--- config.mk ---
export PLATFORM = sky130hd
export DESIGN_NAME = qte_sqrt_cell
export DESIGN_NICKNAME = d
export VERILOG_FILES = /design/src/qte_pkg.sv /design/src/qte_sqrt_cell.sv
export SDC_FILE = /design/constraint.sdc
export NUM_CORES = 1
export LEC_CHECK = 0
export ABC_AREA = 1
export BUFFER_PORTS_ARGS = -buffer_cell sky130_fd_sc_hd__clkbuf_2
export CAP_MARGIN = 20
export CORE_AREA = 2 2 226 228
export CTS_CLUSTER_SIZE = 14
export DETAILED_ROUTE_END_ITERATION = 8
export DIE_AREA = 0 0 228 230
export PLACE_DENSITY = 0.68
export SYNTH_ARGS = -nofsm -noshare
export SYNTH_HDL_FRONTEND = slang
export SYNTH_SLANG_ARGS = --single-unit
export TNS_END_PERCENT = 100
--- constraint.sdc ---
create_clock -name clk_i -period 0.9 [get_ports clk_i]
set_input_delay 0.27 -clock clk_i [delete_from_list [all_inputs] [get_ports clk_i]]
set_output_delay 0.27 -clock clk_i [all_outputs]
set_load 0.03 [all_outputs]
--- src/qte_pkg.sv ---
// Types and constants shared by the quaternion to Euler angles block
`timescale 1ns / 1ps
package qte_pkg;
  localparam int AW = 35;
  localparam int SW = 30;
  localparam int VW = 57;
  localparam int RW = 58;
  localparam int CW = 37;
  localparam int ZW = 29;
  localparam int SQ_STEPS = 29;
  localparam int MAX_STAGES = 24;

  localparam logic signed [AW-1:0] ONE_Q28 = AW'(64'sd268435456);
  localparam logic signed [ZW-1:0] PI_Q24 = ZW'(64'sd52707178);

  localparam logic [ZW-1:0] ATAN_Q24 [MAX_STAGES] = '{
    29'd13176795, 29'd7778716, 29'd4110060, 29'd2086331, 29'd1047214, 29'd524117,
    29'd262123, 29'd131069, 29'd65536, 29'd32768, 29'd16384, 29'd8192, 29'd4096,
    29'd2048, 29'd1024, 29'd512, 29'd256, 29'd128, 29'd64, 29'd32, 29'd16, 29'd8,
    29'd4, 29'd2
  };

  typedef struct packed {
    logic [VW-1:0]          rem;
    logic [RW-1:0]          root;
    logic signed [AW-1:0]   rn;
    logic signed [AW-1:0]   rd;
    logic signed [AW-1:0]   yn;
    logic signed [AW-1:0]   yd;
    logic signed [SW-1:0]   s_val;
  } sq_t;

  typedef struct packed {
    logic                   zero;
    logic signed [CW-1:0]   x;
    logic signed [CW-1:0]   y;
    logic signed [ZW-1:0]   ang;
  } vec_t;

  typedef vec_t [2:0] lanes_t;
endpackage

--- src/qte_sqrt_cell.sv ---
// One digit of the pitch cosine square root
`timescale 1ns / 1ps
module qte_sqrt_cell #(
  parameter int K = 0
) (
  input  logic          clk_i,
  input  logic          rst_ni,
  input  logic          en_i,
  input  logic          vld_i,
  input  qte_pkg::sq_t  data_i,
  output logic          vld_o,
  output qte_pkg::sq_t  data_o
);
  import qte_pkg::*;

  localparam logic [RW-1:0] BIT = RW'(1) << (2 * K);

  logic [RW-1:0] trial;
  sq_t           data_d, data_q;
  logic          vld_q;

  always_comb begin
    data_d = data_i;
    trial  = data_i.root + BIT;
    if (RW'(data_i.rem) >= trial) begin
      data_d.rem  = VW'(RW'(data_i.rem) - trial);
      data_d.root = (data_i.root >> 1) + BIT;
    end else begin
      data_d.root = data_i.root >> 1;
    end
  end

  always_ff @(posedge clk_i or negedge rst_ni) begin
    if (!rst_ni) begin
      vld_q <= 1'b0;
    end else if (en_i) begin
      vld_q <= vld_i;
    end
  end

  always_ff @(posedge clk_i) begin
    if (en_i) begin
      data_q <= data_d;
    end
  end

  assign vld_o  = vld_q;
  assign data_o = data_q;
endmodule

==> results.txt, run 1 <==
met3 Use GR: 7.16%
Clock Skews: 0 ns
vias in the first global route: 20.0k
nets: 3778
Distinct cells, synth: 36
Post-Syn Nets: 2439
grt peak-use layer: met2
WL/cell: 24.4 um
CTS tree: yes
crit-path max FO: 8
CP max-delay cell: mux2i_2
GPL Wtd Cong: 1.03
Non-Filler Instances: 4131
H-tree depth: 2
Worst R2R Path Depth: 1
synthesized area: 17300 um^2
Area contributors post-synth: edfxtp_1 49%, nand2_1 15%, nand3_1 5.7%, inv_1 5.1%, xor2_1 4.5%
failing checks: negative setup slack
top-level port count: 575
Worst Setup Slack, final: -2.60 ns
Post-synth EDFFs: 285
P_leak: 0.0155 uW
min Tclk post-route: 3.50 ns
Setup crit end kind: flip-flop
Die X: 228 um
Post-route DRC: 0
GR Util All Layers: 35.0%
synth warn: 0
CORE AREA: 49900 um^2
HPWL Detailed: 75400 um
setup violators final: 401
layout cell share with drive strength beyond 1: 44.4%
Yosys top cell area share: 49.3%
Worst setup SP type: primary input
VDD IR max: 1300 uV
PD cells: 1500 nW/um^2
kind of critical path: in -> reg
synth cell count leaders: 696 x nand2_1, 285 x edfxtp_1, 236 x inv_1
Die ar.: 52400 um^2
initial antenna violation count: 16
fin. max-slew vios: 0
Num CTS Buffers: 35
Core Rows: 82
Syn-to-layout area delta: 85.6%
clock sinks: 286
synthesized flop and latch total: 286
Hold Fails Final Rpt: 0
Die Y: 230 um
register area share after synthesis: 49.5%
RSZ-0062 raised after global routing: true
fmax: 285 MHz
Worst-path clk slew: 0.06 ns
clk_lat worst skew: 0.55 ns
Max Cap Viol: 0
Syn Inst Count: 2090
first-pass GRT wire length: 133000 um
hold crit path type: in -> async
outcome: finished with violations
drt first pass iters: 5
Vias/cell: 5.08
grt ovf: 0
top_reg_cell synth: edfxtp_1
most frequent cell after synthesis: nand2_1
largest area contributor in the netlist: edfxtp_1
critical path required time: 1.20 ns
clk buf depth: 3
fin crit share: 389%
WHS: 0.0193 ns
Largest stage delay, worst path: 0.27 ns
Avg Inst Size Synth: 8.30 um^2
placed instance count: 3828
Iter 0 DRT Violations: 1924
CTS root buffer: clkbuf_16
Async S/R FF share, synth: 0.350%
Worst Tran Pin Value: 0.539 ns
antenna-violating nets left: 0
pin count of the biggest net entering global routing: 43
Initial Util: 34.8%
met1 usage: 41.3%
Port-buffer cells: 574
Worst EP arrival: 3.81 ns
final WL: 101000 um
via count: 21.0k
Slew HR: 63.0%
met2 usage: 60.5%
==> cells by family (layout without fill, tap and decap cells) <==
| family | Yosys count | after routing | synth area share, % |
|---|---|---|---|
| AND/OR/NAND/NOR | 1190 | 1190 | 28.4 |
| buffers and inverters | 289 | 1652 | 6.81 |
| flip-flops | 286 | 286 | 49.5 |
| AO/OA/AOI/OAI | 128 | 128 | 3.88 |
| XOR/XNOR | 122 | 122 | 6.16 |
| adder cells (fa/ha/maj) | 60 | 60 | 4.37 |
| multiplexers | 15 | 15 | 0.873 |
| other | 0 | 6 | 0 |
==> routing by layer <==
layer  wire length [um]  part of all wire, %  vias to the layer above
met2              47500                   47                     1206
met1              36800                   36                     9853
li1                   -                    -                     9561
met4               7430                  7.4                       16
met5                100                0.099                        -
met3               8960                  8.9                      347
==> sequential cells by signal, summed over array words and instances, names as in the netlist <==
| signal | cells |
|---|---|
| data_o | 285 |
| vld_o | 1 |
==> layout by cell type, fill, tap and decap left out, types with 13 or more instances in the layout <==
master,instances
nand2_1,568
buf_4,548
edfxtp_1,285
clkbuf_2,284
buf_6,279
inv_1,230
nand3_1,174
dlygate4sd3_1,168
nor2_1,157
nand2_2,113
xor2_1,81
a21oi_1,60
ha_1,48
clkbuf_16,48
buf_12,32
nand4_1,31
nand2_4,28
nor2_2,28
o21ai_0,27
xnor2_1,27
nor2_4,25
nand3_2,23
buf_8,20
a21oi_2,15
nor3_2,13
nor3_1,13
==> final timing paths <==
| path | startpoint | end | slack (ns) |
|---|---|---|---|
| max | data_i[172] | data_o[232] | -2.60 |
| min reg2reg | vld_o | vld_o | 0.58 |
| max in group asynchronous | rst_ni | vld_o | 0.79 |
| min in group clk_i | data_i[136] | data_o[136] | 0.02 |
| max reg2reg | vld_o | vld_o | 0.11 |
| min | rst_ni | vld_o | 0.02 |
==> critical path: cells and delay by family <==
family / cells / cell delay, ns
xor gates and xnor gates: 1 / 0.15
AOI/OAI and AO/OA: 3 / 0.42
adders and majority gates: 2 / 0.43
muxes: 1 / 0.27
and+or+nand+nor: 12 / 1.23
buffers and inverters: 8 / 1.00
==> stage by stage <==
stage | setup WS (ns) | total power (uW) | TNS, ns | utilization [%] | cell area, um^2
2_1_floorplan | -2.38 | 23300 | -268.75 | - | 17600
3_3_place_gp | -3.28 | 30000 | -418.87 | 50.7 | 25300
3_5_place_dp | -3.37 | 30100 | -430.56 | 50.7 | 25300
4_1_cts | -2.49 | 45200 | -433.36 | 58.6 | 29200
5_1_grt | -2.70 | 49700 | -452.30 | 64.5 | 32200
6_report | -2.60 | 48300 | -434.34 | 64.6 | 32200
==> timing repair <==
item / 4_1_cts / 5_1_grt
gates cloned: 7 / 16
pin swaps: 50 / 51
hold buffers: 168 / 0
resized for setup: 183 / 1284
endpoints found under the hold margin: 168 / 0
buffers inserted: 30 / 19
endpoints found under the setup margin: 401 / 401
==> area by class of cell <==
cell class | instances | area (um^2)
inverters | 238 | 901
multi-input cells | 1515 | 8920
clock buffers | 40 | 895
diodes | 6 | 15.0
fillers | 4043 | 17700
clock inverters | 21 | 183
well taps | 672 | 841
repair buffers | 1353 | 11900
flip-flops and latches | 286 | 8580
==> where the power goes <==
part,internal (uW),switching [uW],total [uW]
logic,7630,9680,17300
clock network,7560,6260,13800
registers,16200,952,17100
total,31400,16900,48300
Power figures use the tool's default switching activity.
==> inputs of run 2 (changes only) <==
- clock period: 0.9 -> 3.81 ns (I/O delays scaled with it)
==> results.txt, run 2 (same netlist as run 1, synthesis figures left out) <==
Syn-to-layout area delta: 59.8%
CTS root buffer: clkbuf_16
WL/cell: 24.2 um
cts hold-fix bufs: 0
Largest stage delay, worst path: 0.35 ns
initial antenna violation count: 8
Worst setup SP type: primary input
failing checks: negative setup slack
Bufs and invs on worst path: 7
vias in the first global route: 18.3k
top-level port count: 575
fill cell count: 4662
Port-buffer cells: 574
Die ar.: 52400 um^2
Core Rows: 82
Worst-path clk slew: 0.06 ns
GPL Wtd Cong: 1.06
fin. max-slew vios: 0
kind of critical path: in -> reg
outcome: finished with violations
nets: 3536
CTS tree: yes
commonest non-fill, non-tap cell in the layout: nand2_1
CP max-delay cell: ha_1
RSZ-0062 raised after global routing: true
Die Y: 230 um
Num CTS Buffers: 36
hold crit path type: in -> async
Initial Util: 34.8%
HPWL Detailed: 74700 um
via count: 19.5k
most frequent cells in the layout: 653 x nand2_1, 570 x clkbuf_2, 488 x buf_4
antenna-violating nets left: 0
min Tclk post-route: 4.38 ns
setup violators final: 115
Worst Setup SP: data_i[182]
P_leak: 0.0139 uW
final WL: 94100 um
Top delay family on crit path: simple AND/OR/NAND/NOR gates
Worst EP arrival: 4.69 ns
first-pass GRT wire length: 127000 um
clk buf depth: 3
Vias/cell: 5.01
utilization after layout: 55.6%
Worst Tran Pin Value: 0.623 ns
Clock Skews: 0 ns
R2R Path End: vld_o
layout cell share with drive strength beyond 1: 43.2%
VDD IR max: 259 uV
Hold Fails Final Rpt: 0
Worst Setup EP: data_o[229]
Max Cap Viol: 0
max FFs per register: 285
reg-to-reg slack, setup: 3.06 ns
grt ovf: 0
H-tree depth: 2
Die X: 228 um
Iter 0 DRT Violations: 1582
clk_lat worst skew: 0.54 ns
Setup crit end kind: flip-flop
GR Util All Layers: 33.8%
fmax: 228 MHz
PD cells: 396 nW/um^2
Slew HR: 58.1%
crit-path max FO: 7
Post-route DRC: 0
critical path required time: 4.12 ns
pin count of the biggest net entering global routing: 60
Crit. path cell count: 26
drt first pass iters: 5
CORE AREA: 49900 um^2
Final Total Pwr: 11000 uW
fin crit share: 115%
worst r2r src: vld_o
Worst Setup Slack, final: -0.572 ns
clock sinks: 286
Worst R2R Path Depth: 1
worst slack at placement: -1.37 ns
## run 2: changes by cell type in the layout (fill, tap and decap cells not counted), sizes merged
cell,previous run,this run
bufinv,1,7
clkbuf,337,620
nand2,711,713
clkinv,11,9
clkinvlp,6,4
diode,6,2
dlygate4sd3,168,0
buf,888,527
inv,241,243
## run 2: repair_timing
action,4_1_cts,5_1_grt
cloned,10,11
resized for setup,97,144
pin swaps,30,82
setup buffers,17,17
endpoints found under the setup margin,115,115
## run 2: final cells by class
cell class / instances / area (um^2) / area share, %
clock inverters: 25 / 345 / 1.25
flip-flops and latches: 286 / 8580 / 31.0
repair buffers: 1108 / 7540 / 27.2
well taps: 672 / 841 / 3.03
multi-input cells: 1517 / 8590 / 31.0
diodes: 2 / 5.00 / 0.0181
clock buffers: 39 / 912 / 3.29
inverters: 238 / 903 / 3.26
## run 2: per-layer routing
layer | global-route usage (%) | up-vias | wire (um)
met2 | 57.7 | 887 | 44900
met3 | 8.31 | 242 | 7440
li1 | - | 9077 | -
met4 | 16.0 | 12 | 5590
met5 | 0 | - | 81
met1 | 40.1 | 9270 | 36100
## run 2: where the power goes
part           internal, uW  switching, uW
logic                  1190           2080
clock network          2230           1490
registers              3810            174
## run 2: per-stage QoR
stage          TNS (ns)  hold WS (ns)  area, um^2  cells
2_1_floorplan    -34.51         0.720       17600   2090
3_3_place_gp    -146.46         0.495       24700   3767
3_5_place_dp    -150.28         0.505       24700   3767
4_1_cts          -46.84         0.348       26700   3857
5_1_grt          -75.94         0.352       27700   3885
6_report         -57.46         0.362       27700   3887
## run 2: how the worst min path moves through the flow
stage                start  endpoint  slack (ns)  cells after the start
floorplan            vld_o     vld_o        0.72                      1
global placement     vld_o     vld_o        0.49                      1
detailed placement   vld_o     vld_o        0.50                      1
CTS                 rst_ni     vld_o        0.35                      1
global route        rst_ni     vld_o        0.35                      1
finish              rst_ni     vld_o        0.36                      1
