--- src/qte_pkg.sv ---
// Types and constants shared by the quaternion to Euler angles block
`timescale 1ns / 1ps
package qte_pkg;
  localparam int AW = 35;
  localparam int SW = 30;
  localparam int VW = 57;
  localparam int RW = 58;
  localparam int CW = 37;
  localparam int ZW = 29;
  localparam int SQ_STEPS = 29;
  localparam int MAX_STAGES = 24;

  localparam logic signed [AW-1:0] ONE_Q28 = AW'(64'sd268435456);
  localparam logic signed [ZW-1:0] PI_Q24 = ZW'(64'sd52707178);

  localparam logic [ZW-1:0] ATAN_Q24 [MAX_STAGES] = '{
    29'd13176795, 29'd7778716, 29'd4110060, 29'd2086331, 29'd1047214, 29'd524117,
    29'd262123, 29'd131069, 29'd65536, 29'd32768, 29'd16384, 29'd8192, 29'd4096,
    29'd2048, 29'd1024, 29'd512, 29'd256, 29'd128, 29'd64, 29'd32, 29'd16, 29'd8,
    29'd4, 29'd2
  };

  typedef struct packed {
    logic [VW-1:0]          rem;
    logic [RW-1:0]          root;
    logic signed [AW-1:0]   rn;
    logic signed [AW-1:0]   rd;
    logic signed [AW-1:0]   yn;
    logic signed [AW-1:0]   yd;
    logic signed [SW-1:0]   s_val;
  } sq_t;

  typedef struct packed {
    logic                   zero;
    logic signed [CW-1:0]   x;
    logic signed [CW-1:0]   y;
    logic signed [ZW-1:0]   ang;
  } vec_t;

  typedef vec_t [2:0] lanes_t;
endpackage

--- src/qte_cordic_cell.sv ---
// One vectoring rotation for the three angle lanes
`timescale 1ns / 1ps
module qte_cordic_cell #(
  parameter int STAGE = 0
) (
  input  logic            clk_i,
  input  logic            rst_ni,
  input  logic            en_i,
  input  logic            vld_i,
  input  qte_pkg::lanes_t data_i,
  output logic            vld_o,
  output qte_pkg::lanes_t data_o
);
  import qte_pkg::*;

  localparam logic signed [ZW-1:0] ANG = ATAN_Q24[STAGE];

  lanes_t data_d, data_q;
  logic   vld_q;

  always_comb begin
    data_d = data_i;
    for (int l = 0; l < 3; l++) begin
      if (data_i[l].y < 0) begin
        data_d[l].x   = data_i[l].x - (data_i[l].y >>> STAGE);
        data_d[l].y   = data_i[l].y + (data_i[l].x >>> STAGE);
        data_d[l].ang = data_i[l].ang - ANG;
      end else begin
        data_d[l].x   = data_i[l].x + (data_i[l].y >>> STAGE);
        data_d[l].y   = data_i[l].y - (data_i[l].x >>> STAGE);
        data_d[l].ang = data_i[l].ang + ANG;
      end
    end
  end

  always_ff @(posedge clk_i or negedge rst_ni) begin
    if (!rst_ni) begin
      vld_q <= 1'b0;
    end else if (en_i) begin
      vld_q <= vld_i;
    end
  end

  always_ff @(posedge clk_i) begin
    if (en_i) begin
      data_q <= data_d;
    end
  end

  assign vld_o  = vld_q;
  assign data_o = data_q;
endmodule

--- config.mk ---
export PLATFORM = sky130hd
export DESIGN_NAME = qte_cordic_cell
export DESIGN_NICKNAME = d
export VERILOG_FILES = /design/src/qte_pkg.sv /design/src/qte_cordic_cell.sv
export SDC_FILE = /design/constraint.sdc
export NUM_CORES = 1
export LEC_CHECK = 0
export BUFFER_PORTS_ARGS = -buffer_cell sky130_fd_sc_hd__buf_2
export CAP_MARGIN = 20
export CORE_UTILIZATION = 45
export DETAILED_ROUTE_END_ITERATION = 8
export GPL_ROUTABILITY_DRIVEN = 1
export GPL_TIMING_DRIVEN = 0
export PLACE_DENSITY = 0.66
export SLEW_MARGIN = 20
export SYNTH_ARGS = -nofsm -noshare
export SYNTH_HDL_FRONTEND = slang
export SYNTH_SLANG_ARGS = --single-unit
--- constraint.sdc ---
create_clock -name clk_i -period 1.6 [get_ports clk_i]
set_input_delay 0.16 -clock clk_i [delete_from_list [all_inputs] [get_ports clk_i]]
set_output_delay 0.16 -clock clk_i [all_outputs]
set_load 0.02 [all_outputs]
==> results.md, run 1 <==
Status:
- The run finished, with violations left.
- The checks that failed: setup timing.

CTS:
- The buffer depth of the longest clock path is 3.
- Clock-pin slew was measured on the worst setup and hold paths at 70 ps.
- The later pin in the worst-skew pair is clocked with a latency of 580 ps.
- Clock tree synthesis inserted a total of 40 buffers.
- The root cell of the clock tree is sky130_fd_sc_hd__clkbuf_16.
- The number of H-tree levels is 2.
- The number of clock sinks is 310.
- The clock tree from TritonCTS is yes.

Die:
- Pin placement for this block handled 629 I/O pins.
- From bottom edge to top edge, the die measures 268 um.
- The floorplan step set the die width to 268 um.
- For this configuration, the core starts out at a cell density of 0.454.
- The floorplan has 97 rows.
- The total die area is 71,700 sq um.
- The area of the core region is 69,900 sq um.

STA:
- Timing would allow up to 335 MHz.
- The final number of max-transition violations is 0.
- After layout, the worst setup slack is -1390 ps.
- Subtracting the final worst setup slack from the clock period gives 2990 ps.
- Dividing the final minimum period by the clock period gives 1.87.
- Setup repair after global routing could not meet its margin everywhere.
- On the final layout, the worst hold slack is 49.7 ps.
- The worst-margin pin slew is 1220 ps.
- The worst clock skew is 0 ps.
- The number of hold violations in the final report was 0.
- The number of setup violations in the final report is 266.
- The normalized max-slew margin is 0.187.

Final layout:
- The post-route cell area is 45,500 sq um.
- In the layout the commonest cells are 596 x sky130_fd_sc_hd__buf_2, 358 x sky130_fd_sc_hd__ha_1, 324 x sky130_fd_sc_hd__a21oi_1, 309 x sky130_fd_sc_hd__edfxtp_1, 306 x sky130_fd_sc_hd__inv_1.
- The number of standard cells in the layout, taps in and fillers out is 5,649.
- Of the cells placed in the final design, the portion with a size suffix greater than 1 is 0.369.
- For this run, the share of the core covered by cells in the final layout is 0.651.
- The number of nets in the layout is 5,406.
- The area added between synthesis and finish is 43.3%.
- The number of fill cells in the layout is 5,881.
- The leading cell type in the layout, fill and taps excluded is sky130_fd_sc_hd__buf_2.

Route:
- The count of nets left with antenna violations once routing finished came out at 0.
- The ratio of routed vias to standard cells is 5.85.
- The final routed wirelength across all metal layers is 129,000 um.
- The number of vias after detailed routing is 33,037.
- After the first detailed-routing iteration, the DRC count stood at 2,917.
- The remaining design rule violation count is 0.
- The wire length per cell after detailed routing is 22.8 um.
- The first detailed-routing pass took 8 iterations.

Power:
- The analysis attributes to cell leakage a power of 20.0 nW.
- Internal power comes to 0.0239 W.
- Of the total power, registers draw 0.289.
- The switching part of the total is 0.390.
- The worst-case IR drop observed on VDD is 826 uV.
- The fraction of power consumed by the clock network is 0.250.
- The power density relative to cell area is 859 nW/um^2.
- The switching power of the nets is 0.0153 W.
- The share of total power dissipated in combinational logic is 0.461.

GRT:
- The initial antenna violation count is 41.
- The via count of the first global-routing pass was 31,481.
- The first-pass GRT wire length is 187,000 um.
- The all-layer global routing usage is 0.341.
- After global routing the overflow that remains totals 0.
- The largest net degree at the start of global routing is 89.

Placement:
- Input and output buffers added on the ports amount to 628.
- The cell count after placement is 5,254.
- The half-perimeter wire length after detailed placement is 95,600 um.
- The congestion estimate from routability-driven global placement came to 0.990.
- Timing analysis after detailed placement gives a worst setup slack of -2450 ps.
- The placed cell area is 38,200 sq um.

Logic synthesis:
- The synthesized netlist cell count is 3,683.
- Of all flip-flops after synthesis, the portion carrying an async set or reset was 0.00323.
- The most frequently used flop master after synthesis is sky130_fd_sc_hd__edfxtp_1.
- Counting every net in the synthesized netlist gives 4,440.
- In this run the mean area of a mapped cell was 8.63 sq um.
- The synthesized design contains 310 register bits.
- The fraction of the yosys area taken by sequential cells is 0.293.
- The netlist uses 100 different library cells.
- The number of synthesized flops with an enable pin is 309.
- The yosys synthesis warning count is 0.
- The post-synthesis instance area is 31,800 sq um.

Setup path:
- The kind of end point of the critical path is a flop.
- The cell with the largest stage delay on the worst path is sky130_fd_sc_hd__a2111o_1.
- The element type at the critical path start is an input port.
- The maximum fanout count along the critical path is 3.
- The signal on the critical path passes through buf_12 -> inv_8 -> ha_4 -> fa_2 -> nor2b_2 -> o211ai_1 -> a2111o_1 -> a31oi_4 -> a31o_4 -> nor4_4 -> o31ai_2 -> a41o_1 -> a211oi_2 -> a21oi_2 -> xnor2_2.
- The largest single stage delay on the critical path is 500 ps.
- The number of buffers and inverters on the critical path is 2.
- The endpoint required time on the critical path is 1920 ps.
- The worst path arrival time is 3310 ps.
- The number of cells on the critical path is 15.
- The critical path in this run is classified as input port to flop.
- The family of cells with the greatest summed delay on the critical path is compound AO/OA/AOI/OAI gates.
- The number of cells on the worst reg-to-reg path is 1.

Min path:
- The tightest min-delay check is of the input port to flop type.
- Counting instances, the worst hold path has a depth of 3.

Job:
- The number of max-capacitance violations reported is 0.
-- flip-flops by register name, indices dropped and copies added (netlist names) --
name    cells
data_o    309
vld_o       1
-- path summary, 6_finish.rpt --
kind                                    end         from  slack (ps)
worst max-delay path            data_o[269]  data_i[237]       -1390
worst max register to register        vld_o        vld_o         850
max in group asynchronous             vld_o       rst_ni        1090
worst min register to register        vld_o        vld_o         520
min in group asynchronous             vld_o       rst_ni         410
worst min-delay path            data_o[210]  data_i[210]          50
-- synth_stat cells (7+ instances only) --
cell type / instances / share of area
sky130_fd_sc_hd__a21oi_1: 450 / 0.071
sky130_fd_sc_hd__clkbuf_1: 101 / 0.012
sky130_fd_sc_hd__xnor2_1: 238 / 0.066
sky130_fd_sc_hd__o21ai_0: 225 / 0.035
sky130_fd_sc_hd__o22ai_1: 12 / 0.0024
sky130_fd_sc_hd__inv_1: 350 / 0.041
sky130_fd_sc_hd__xor2_1: 53 / 0.015
sky130_fd_sc_hd__nor2_1: 292 / 0.034
sky130_fd_sc_hd__ha_1: 429 / 0.17
sky130_fd_sc_hd__a211oi_1: 43 / 0.010
sky130_fd_sc_hd__and3_1: 18 / 0.0035
sky130_fd_sc_hd__clkinv_1: 9 / 0.0011
sky130_fd_sc_hd__nor4_1: 18 / 0.0035
sky130_fd_sc_hd__buf_2: 14 / 0.0022
sky130_fd_sc_hd__nand2b_1: 39 / 0.0077
sky130_fd_sc_hd__nor3_1: 53 / 0.0083
sky130_fd_sc_hd__a21boi_0: 14 / 0.0033
sky130_fd_sc_hd__o21ai_1: 26 / 0.0041
sky130_fd_sc_hd__a21o_1: 122 / 0.029
sky130_fd_sc_hd__edfxtp_1: 309 / 0.29
sky130_fd_sc_hd__fa_1: 12 / 0.0076
sky130_fd_sc_hd__inv_2: 8 / 0.00095
sky130_fd_sc_hd__buf_1: 28 / 0.0033
sky130_fd_sc_hd__mux2i_1: 52 / 0.016
sky130_fd_sc_hd__nand3_1: 57 / 0.0090
sky130_fd_sc_hd__a221o_1: 8 / 0.0025
sky130_fd_sc_hd__a31oi_1: 30 / 0.0059
sky130_fd_sc_hd__nand4_1: 35 / 0.0069
sky130_fd_sc_hd__o31a_1: 11 / 0.0030
sky130_fd_sc_hd__nand2_1: 192 / 0.023
sky130_fd_sc_hd__o21a_1: 30 / 0.0071
sky130_fd_sc_hd__o31ai_1: 21 / 0.0050
sky130_fd_sc_hd__or2_2: 12 / 0.0024
sky130_fd_sc_hd__o221ai_1: 7 / 0.0019
sky130_fd_sc_hd__o21bai_1: 107 / 0.025
sky130_fd_sc_hd__o211ai_1: 21 / 0.0050
sky130_fd_sc_hd__or3_1: 24 / 0.0047
sky130_fd_sc_hd__a211o_1: 9 / 0.0025
sky130_fd_sc_hd__nor2b_1: 38 / 0.0075
sky130_fd_sc_hd__a311oi_1: 10 / 0.0028
sky130_fd_sc_hd__and2_1: 13 / 0.0026
-- power by group through the flow --
stage          registers, W  logic (W)  clock network [W]
3_3_place_gp         0.0115     0.0145                  0
4_1_cts              0.0113     0.0169            0.00999
6_report             0.0113     0.0180            0.00979
5_1_grt              0.0114     0.0191             0.0102
3_5_place_dp         0.0114     0.0146                  0
2_1_floorplan        0.0131    0.00792                  0
-- metrics by stage --
stage,power [W],TNS [ps]
2_1_floorplan,0.0210,-179870
3_3_place_gp,0.0260,-1718410
3_5_place_dp,0.0260,-437170
4_1_cts,0.0382,-158280
5_1_grt,0.0407,-186030
6_report,0.0391,-173310
-- metal layers --
layer	share of wire	wire length, um	track usage
met1	0.39	50900	0.428
met3	0.089	11500	0.0731
met4	0.062	7930	0.196
met2	0.45	58400	0.540
met5	0.0012	149	0
-- cell type report --
| cell class | instances | area [sq um] | share of cell area |
|---|---|---|---|
| well taps | 940 | 1180 | 0.0258 |
| repair buffers | 939 | 6370 | 0.140 |
| clock inverters | 23 | 325 | 0.00714 |
| flip-flops and latches | 310 | 9300 | 0.204 |
| diodes | 28 | 70.1 | 0.00154 |
| plain buffers | 134 | 862 | 0.0189 |
| multi-input cells | 2857 | 24800 | 0.544 |
| clock buffers | 51 | 1060 | 0.0233 |
| inverters | 367 | 1620 | 0.0355 |
-- what timing repair did --
| action | 4_1_cts | 5_1_grt |
|---|---|---|
| setup buffers | 227 | 72 |
| cloned | 5 | 0 |
| hold endpoints to repair | 21 | 0 |
| hold buffers | 19 | 0 |
| resized for setup | 550 | 220 |
| setup endpoints to repair | 277 | 269 |
| pin swaps | 354 | 278 |
-- cells by family (layout without fill, tap and decap cells) --
logic type | Yosys count | in the layout | share of synthesized area
other | 0 | 28 | 0
AOI/OAI and AO/OA | 1252 | 1252 | 0.250
muxes | 55 | 55 | 0.0174
buffers and inverters | 516 | 1514 | 0.0623
and+or+nand+nor | 818 | 818 | 0.121
adders and majority gates | 441 | 441 | 0.177
DFF | 310 | 310 | 0.293
xor gates and xnor gates | 291 | 291 | 0.0802
No activity file was read; power rests on OpenSTA's default activity.
==> run 2, diff against run 1 <==
==> constraint.sdc (replaced) <==
create_clock -name clk_i -period 1.6 [get_ports clk_i]
set_input_delay 0.08 -clock clk_i [delete_from_list [all_inputs] [get_ports clk_i]]
set_output_delay 0.08 -clock clk_i [all_outputs]
set_load 0.02 [all_outputs]
==> run 2 against run 1 <==
Net effect:
- the flow finishes with violations (hold timing, setup timing)
- clock skew did not move
- flip-flop and latch count is the same
- register-to-register slack better by 20 ps
- cell count rose by 1.3%
- sequential share of layout area decreased by 0.63 points
- critical path depth stayed put
- clock-buffer cell count is the same
- worst hold slack lost 100 ps
- power is 2.4% higher
- non-clock buffer count is 81 higher
- worst setup slack gained 180 ps
- clock power grew 2.0%
- critical endpoint is now data_o[273]
- largest cell class unchanged
==> results.md, run 2 (synthesis gave the netlist of run 1 again) <==
Setup path:
- The path type of the worst setup path is input port to flop (unchanged).
- The kind of end point of the critical path is a flop (unchanged).
- The worst path arrival time is 3130 ps (was 3310 ps).
- The endpoint required time on the critical path is 1920 ps (about the same).
- The element type at the critical path start is an input port (unchanged).
- The maximum fanout count along the critical path was 3 (unchanged).

Placement:
- The total of buffers placed on input and output ports is 628 (unchanged).
- The weighted congestion reported at the end of routability-driven placement is 0.987 (was 0.990).
- The cell count after placement is 5,254 (unchanged).
- The worst slack at placement is -2350 ps (was -2450 ps).
- The half-perimeter wire length after detailed placement is 95,600 um (about the same).

Final layout:
- The number of fill cells in the layout was 5,646 (was 5,881).
- The number of nets in the layout is 5,488 (was 5,406).
- The area of the multi-input gates was 25,200 sq um (was 24,800 sq um).
- The fraction of final layout cells with drive strength greater than 1 is 0.394 (was 0.369).
- The number of standard cells in the layout, taps in and fillers out is 5,725 (was 5,649).
- The area added between synthesis and finish is 47.9% (was 43.3%).
- The flip-flop count of the largest register after layout is 309 (unchanged).
- The leading cell type in the layout, fill and taps excluded is sky130_fd_sc_hd__buf_2 (unchanged).
- The register cell area after layout is 9300 sq um (unchanged).
- Commonest cells after routing, fill and taps aside: 594 x sky130_fd_sc_hd__buf_2, 355 x sky130_fd_sc_hd__ha_1, 316 x sky130_fd_sc_hd__a21oi_1, 309 x sky130_fd_sc_hd__edfxtp_1, 301 x sky130_fd_sc_hd__inv_1 (was 596 x sky130_fd_sc_hd__buf_2, 358 x sky130_fd_sc_hd__ha_1, 324 x sky130_fd_sc_hd__a21oi_1, 309 x sky130_fd_sc_hd__edfxtp_1, 306 x sky130_fd_sc_hd__inv_1).
- The utilization after layout came to 0.672 (was 0.651).

Status:
- Status: complete, but fails checks (unchanged).
- Violated checks: hold timing, setup timing (was setup timing).

Route:
- The number of DRC markers after the initial detailed-route iteration was 2,918 (was 2,917).
- The post-detailed-route count of antenna-violating nets was 0 (unchanged).
- The number of vias after detailed routing is 33,331 (was 33,037).
- The ratio of routed vias to standard cells came to 5.82 (was 5.85).
- The final routed wirelength across all metal layers is 131,000 um (was 129,000 um).
- The remaining design rule violation count is 0 (unchanged).
- The first-pass detailed-route iteration total was 6 (was 8).
- The wire length per cell after detailed routing is 22.9 um (was 22.8 um).

Die:
- The area of the core region is 69,900 sq um (unchanged).
- The floorplan die height is 268 um (unchanged).
- The I/O pin total is 629 (unchanged).
- The total die area was 71,700 sq um (unchanged).
- The floorplan row count is 97 (unchanged).
- The initial standard-cell utilization of the core is 0.454 (unchanged).
- The horizontal die dimension came to 268 um (unchanged).

STA:
- The number of hold violations in the final report is 41 (was 0).
- The worst clock skew is 0 ps (unchanged).
- The final number of max-transition violations is 0 (unchanged).
- The tightest hold margin is -51.5 ps (was 49.7 ps).
- The worst-margin pin slew was 1320 ps (was 1220 ps).
- Setup repair after global routing missed its margin: true (unchanged).
- The minimum period implied by the final worst setup slack came to 2810 ps (was 2990 ps).
- The setup slack of the critical path after layout is -1210 ps (was -1390 ps).
- The final worst-path cycle share is 1.75 (was 1.87).
- The normalized max-slew margin was 0.118 (was 0.187).
- The maximum achievable frequency is 356 MHz (was 335 MHz).
- The number of setup violations in the final report is 243 (was 266).

GRT:
- The all-layer global routing usage is 0.343 (was 0.341).
- The global-route congestion overflow total is 0 (unchanged).
- The via count of the first global-routing pass is 31,830 (was 31,481).
- The largest net degree at the start of global routing is 93 (was 89).
- The initial antenna violation count came to 34 (was 41).
- The first-pass GRT wire length is 188,000 um (was 187,000 um).

CTS:
- The clock tree from TritonCTS is yes (unchanged).
- The later-pin clock latency in the skew report was 570 ps (was 580 ps).
- The buffer depth of the longest clock path came to 3 (unchanged).
- The number of H-tree levels is 2 (unchanged).
- The root cell of the clock tree is sky130_fd_sc_hd__clkbuf_16 (unchanged).
- The CTS buffer count is 41 (was 40).
- The clock-pin slew of the registers on the worst-case setup and hold paths was 50 ps (was 70 ps).
- The number of clock sinks is 310 (unchanged).

Min path:
- The class of the worst hold path is input port to flop (unchanged).

Job:
- The number of max-capacitance violations reported is 0 (unchanged).

Power:
- The maximum VDD drop is 1010 uV (was 826 uV).
- The standby leakage power is 20.6 nW (was 20.0 nW).
- The power density relative to cell area is 852 nW/um^2 (was 859 nW/um^2).
## run 2: cell types whose count changed in the layout (fill, tap and decap cells not counted), sizes merged
cell,change
inv,-3
buf,+57
clkbuf,-3
diode,-4
dlygate4sd3,+24
clkdlybuf4s15,+3
clkinvlp,+1
bufinv,+1
## run 2: worst max-delay path, cell delays in order
cell	delay (ps)
sky130_fd_sc_hd__buf_12	110
sky130_fd_sc_hd__ha_4	160
sky130_fd_sc_hd__fa_2	410
sky130_fd_sc_hd__nor2b_2	150
sky130_fd_sc_hd__o211ai_1	160
sky130_fd_sc_hd__a2111o_1	490
sky130_fd_sc_hd__a31oi_4	240
sky130_fd_sc_hd__a31o_4	220
sky130_fd_sc_hd__nor4_4	50
sky130_fd_sc_hd__o31ai_2	310
sky130_fd_sc_hd__a41o_1	280
sky130_fd_sc_hd__buf_6	120
sky130_fd_sc_hd__nor3_2	30
sky130_fd_sc_hd__a211oi_2	200
sky130_fd_sc_hd__xnor2_1	100
## run 2: final cells by class
type | count | area share
flip-flops and latches | 310 | 0.198
diodes | 24 | 0.00128
clock inverters | 22 | 0.00663
plain buffers | 134 | 0.0206
multi-input cells | 2857 | 0.537
inverters | 367 | 0.0346
clock buffers | 51 | 0.0235
well taps | 940 | 0.0250
repair buffers | 1020 | 0.153
## run 2: worst paths after layout
kind,slack [ps],start,cells past startpoint,to
min in group asynchronous,380,rst_ni,3,vld_o
max in group asynchronous,1110,rst_ni,3,vld_o
hold / removal,-50,en_i,1,data_o[86]
setup reg to reg,870,vld_o,1,vld_o
setup / recovery,-1210,data_i[274],15,data_o[273]
hold reg to reg,500,vld_o,1,vld_o
## run 2: report_power, final
part           total [W]  internal [W]  switching [W]
Combinational     0.0188       0.00771         0.0111
Clock            0.00999       0.00617        0.00382
Sequential        0.0113        0.0108       0.000448
Total             0.0400        0.0247         0.0154
## run 2: through the flow
stage / total power, W / setup TNS (ps) / cell area [sq um]
finish: 0.0400 / -139690 / 47000
global route: 0.0416 / -153040 / 47000
CTS: 0.0386 / -125120 / 44800
detailed placement: 0.0260 / -402600 / 38200
global placement: 0.0260 / -1696010 / 38100
floorplan: 0.0210 / -159640 / 33800
## run 2: repair_timing
item,4_1_cts,5_1_grt
hold buffers,41,2
endpoints found under the setup margin,266,251
setup buffers,245,121
cloned,5,0
resized for setup,637,319
pin swaps,377,274
hold endpoints to repair,80,18
## run 2: layer usage
metal  vias up  share of wire  wire [um]  track usage
met1     15931           0.39      50700        0.419
met4        24          0.056       7330        0.178
met2      1623           0.46      60800        0.558
li1      15317              -          -            -
met3       436          0.091      11800       0.0820
met5         -        0.00099        130            0
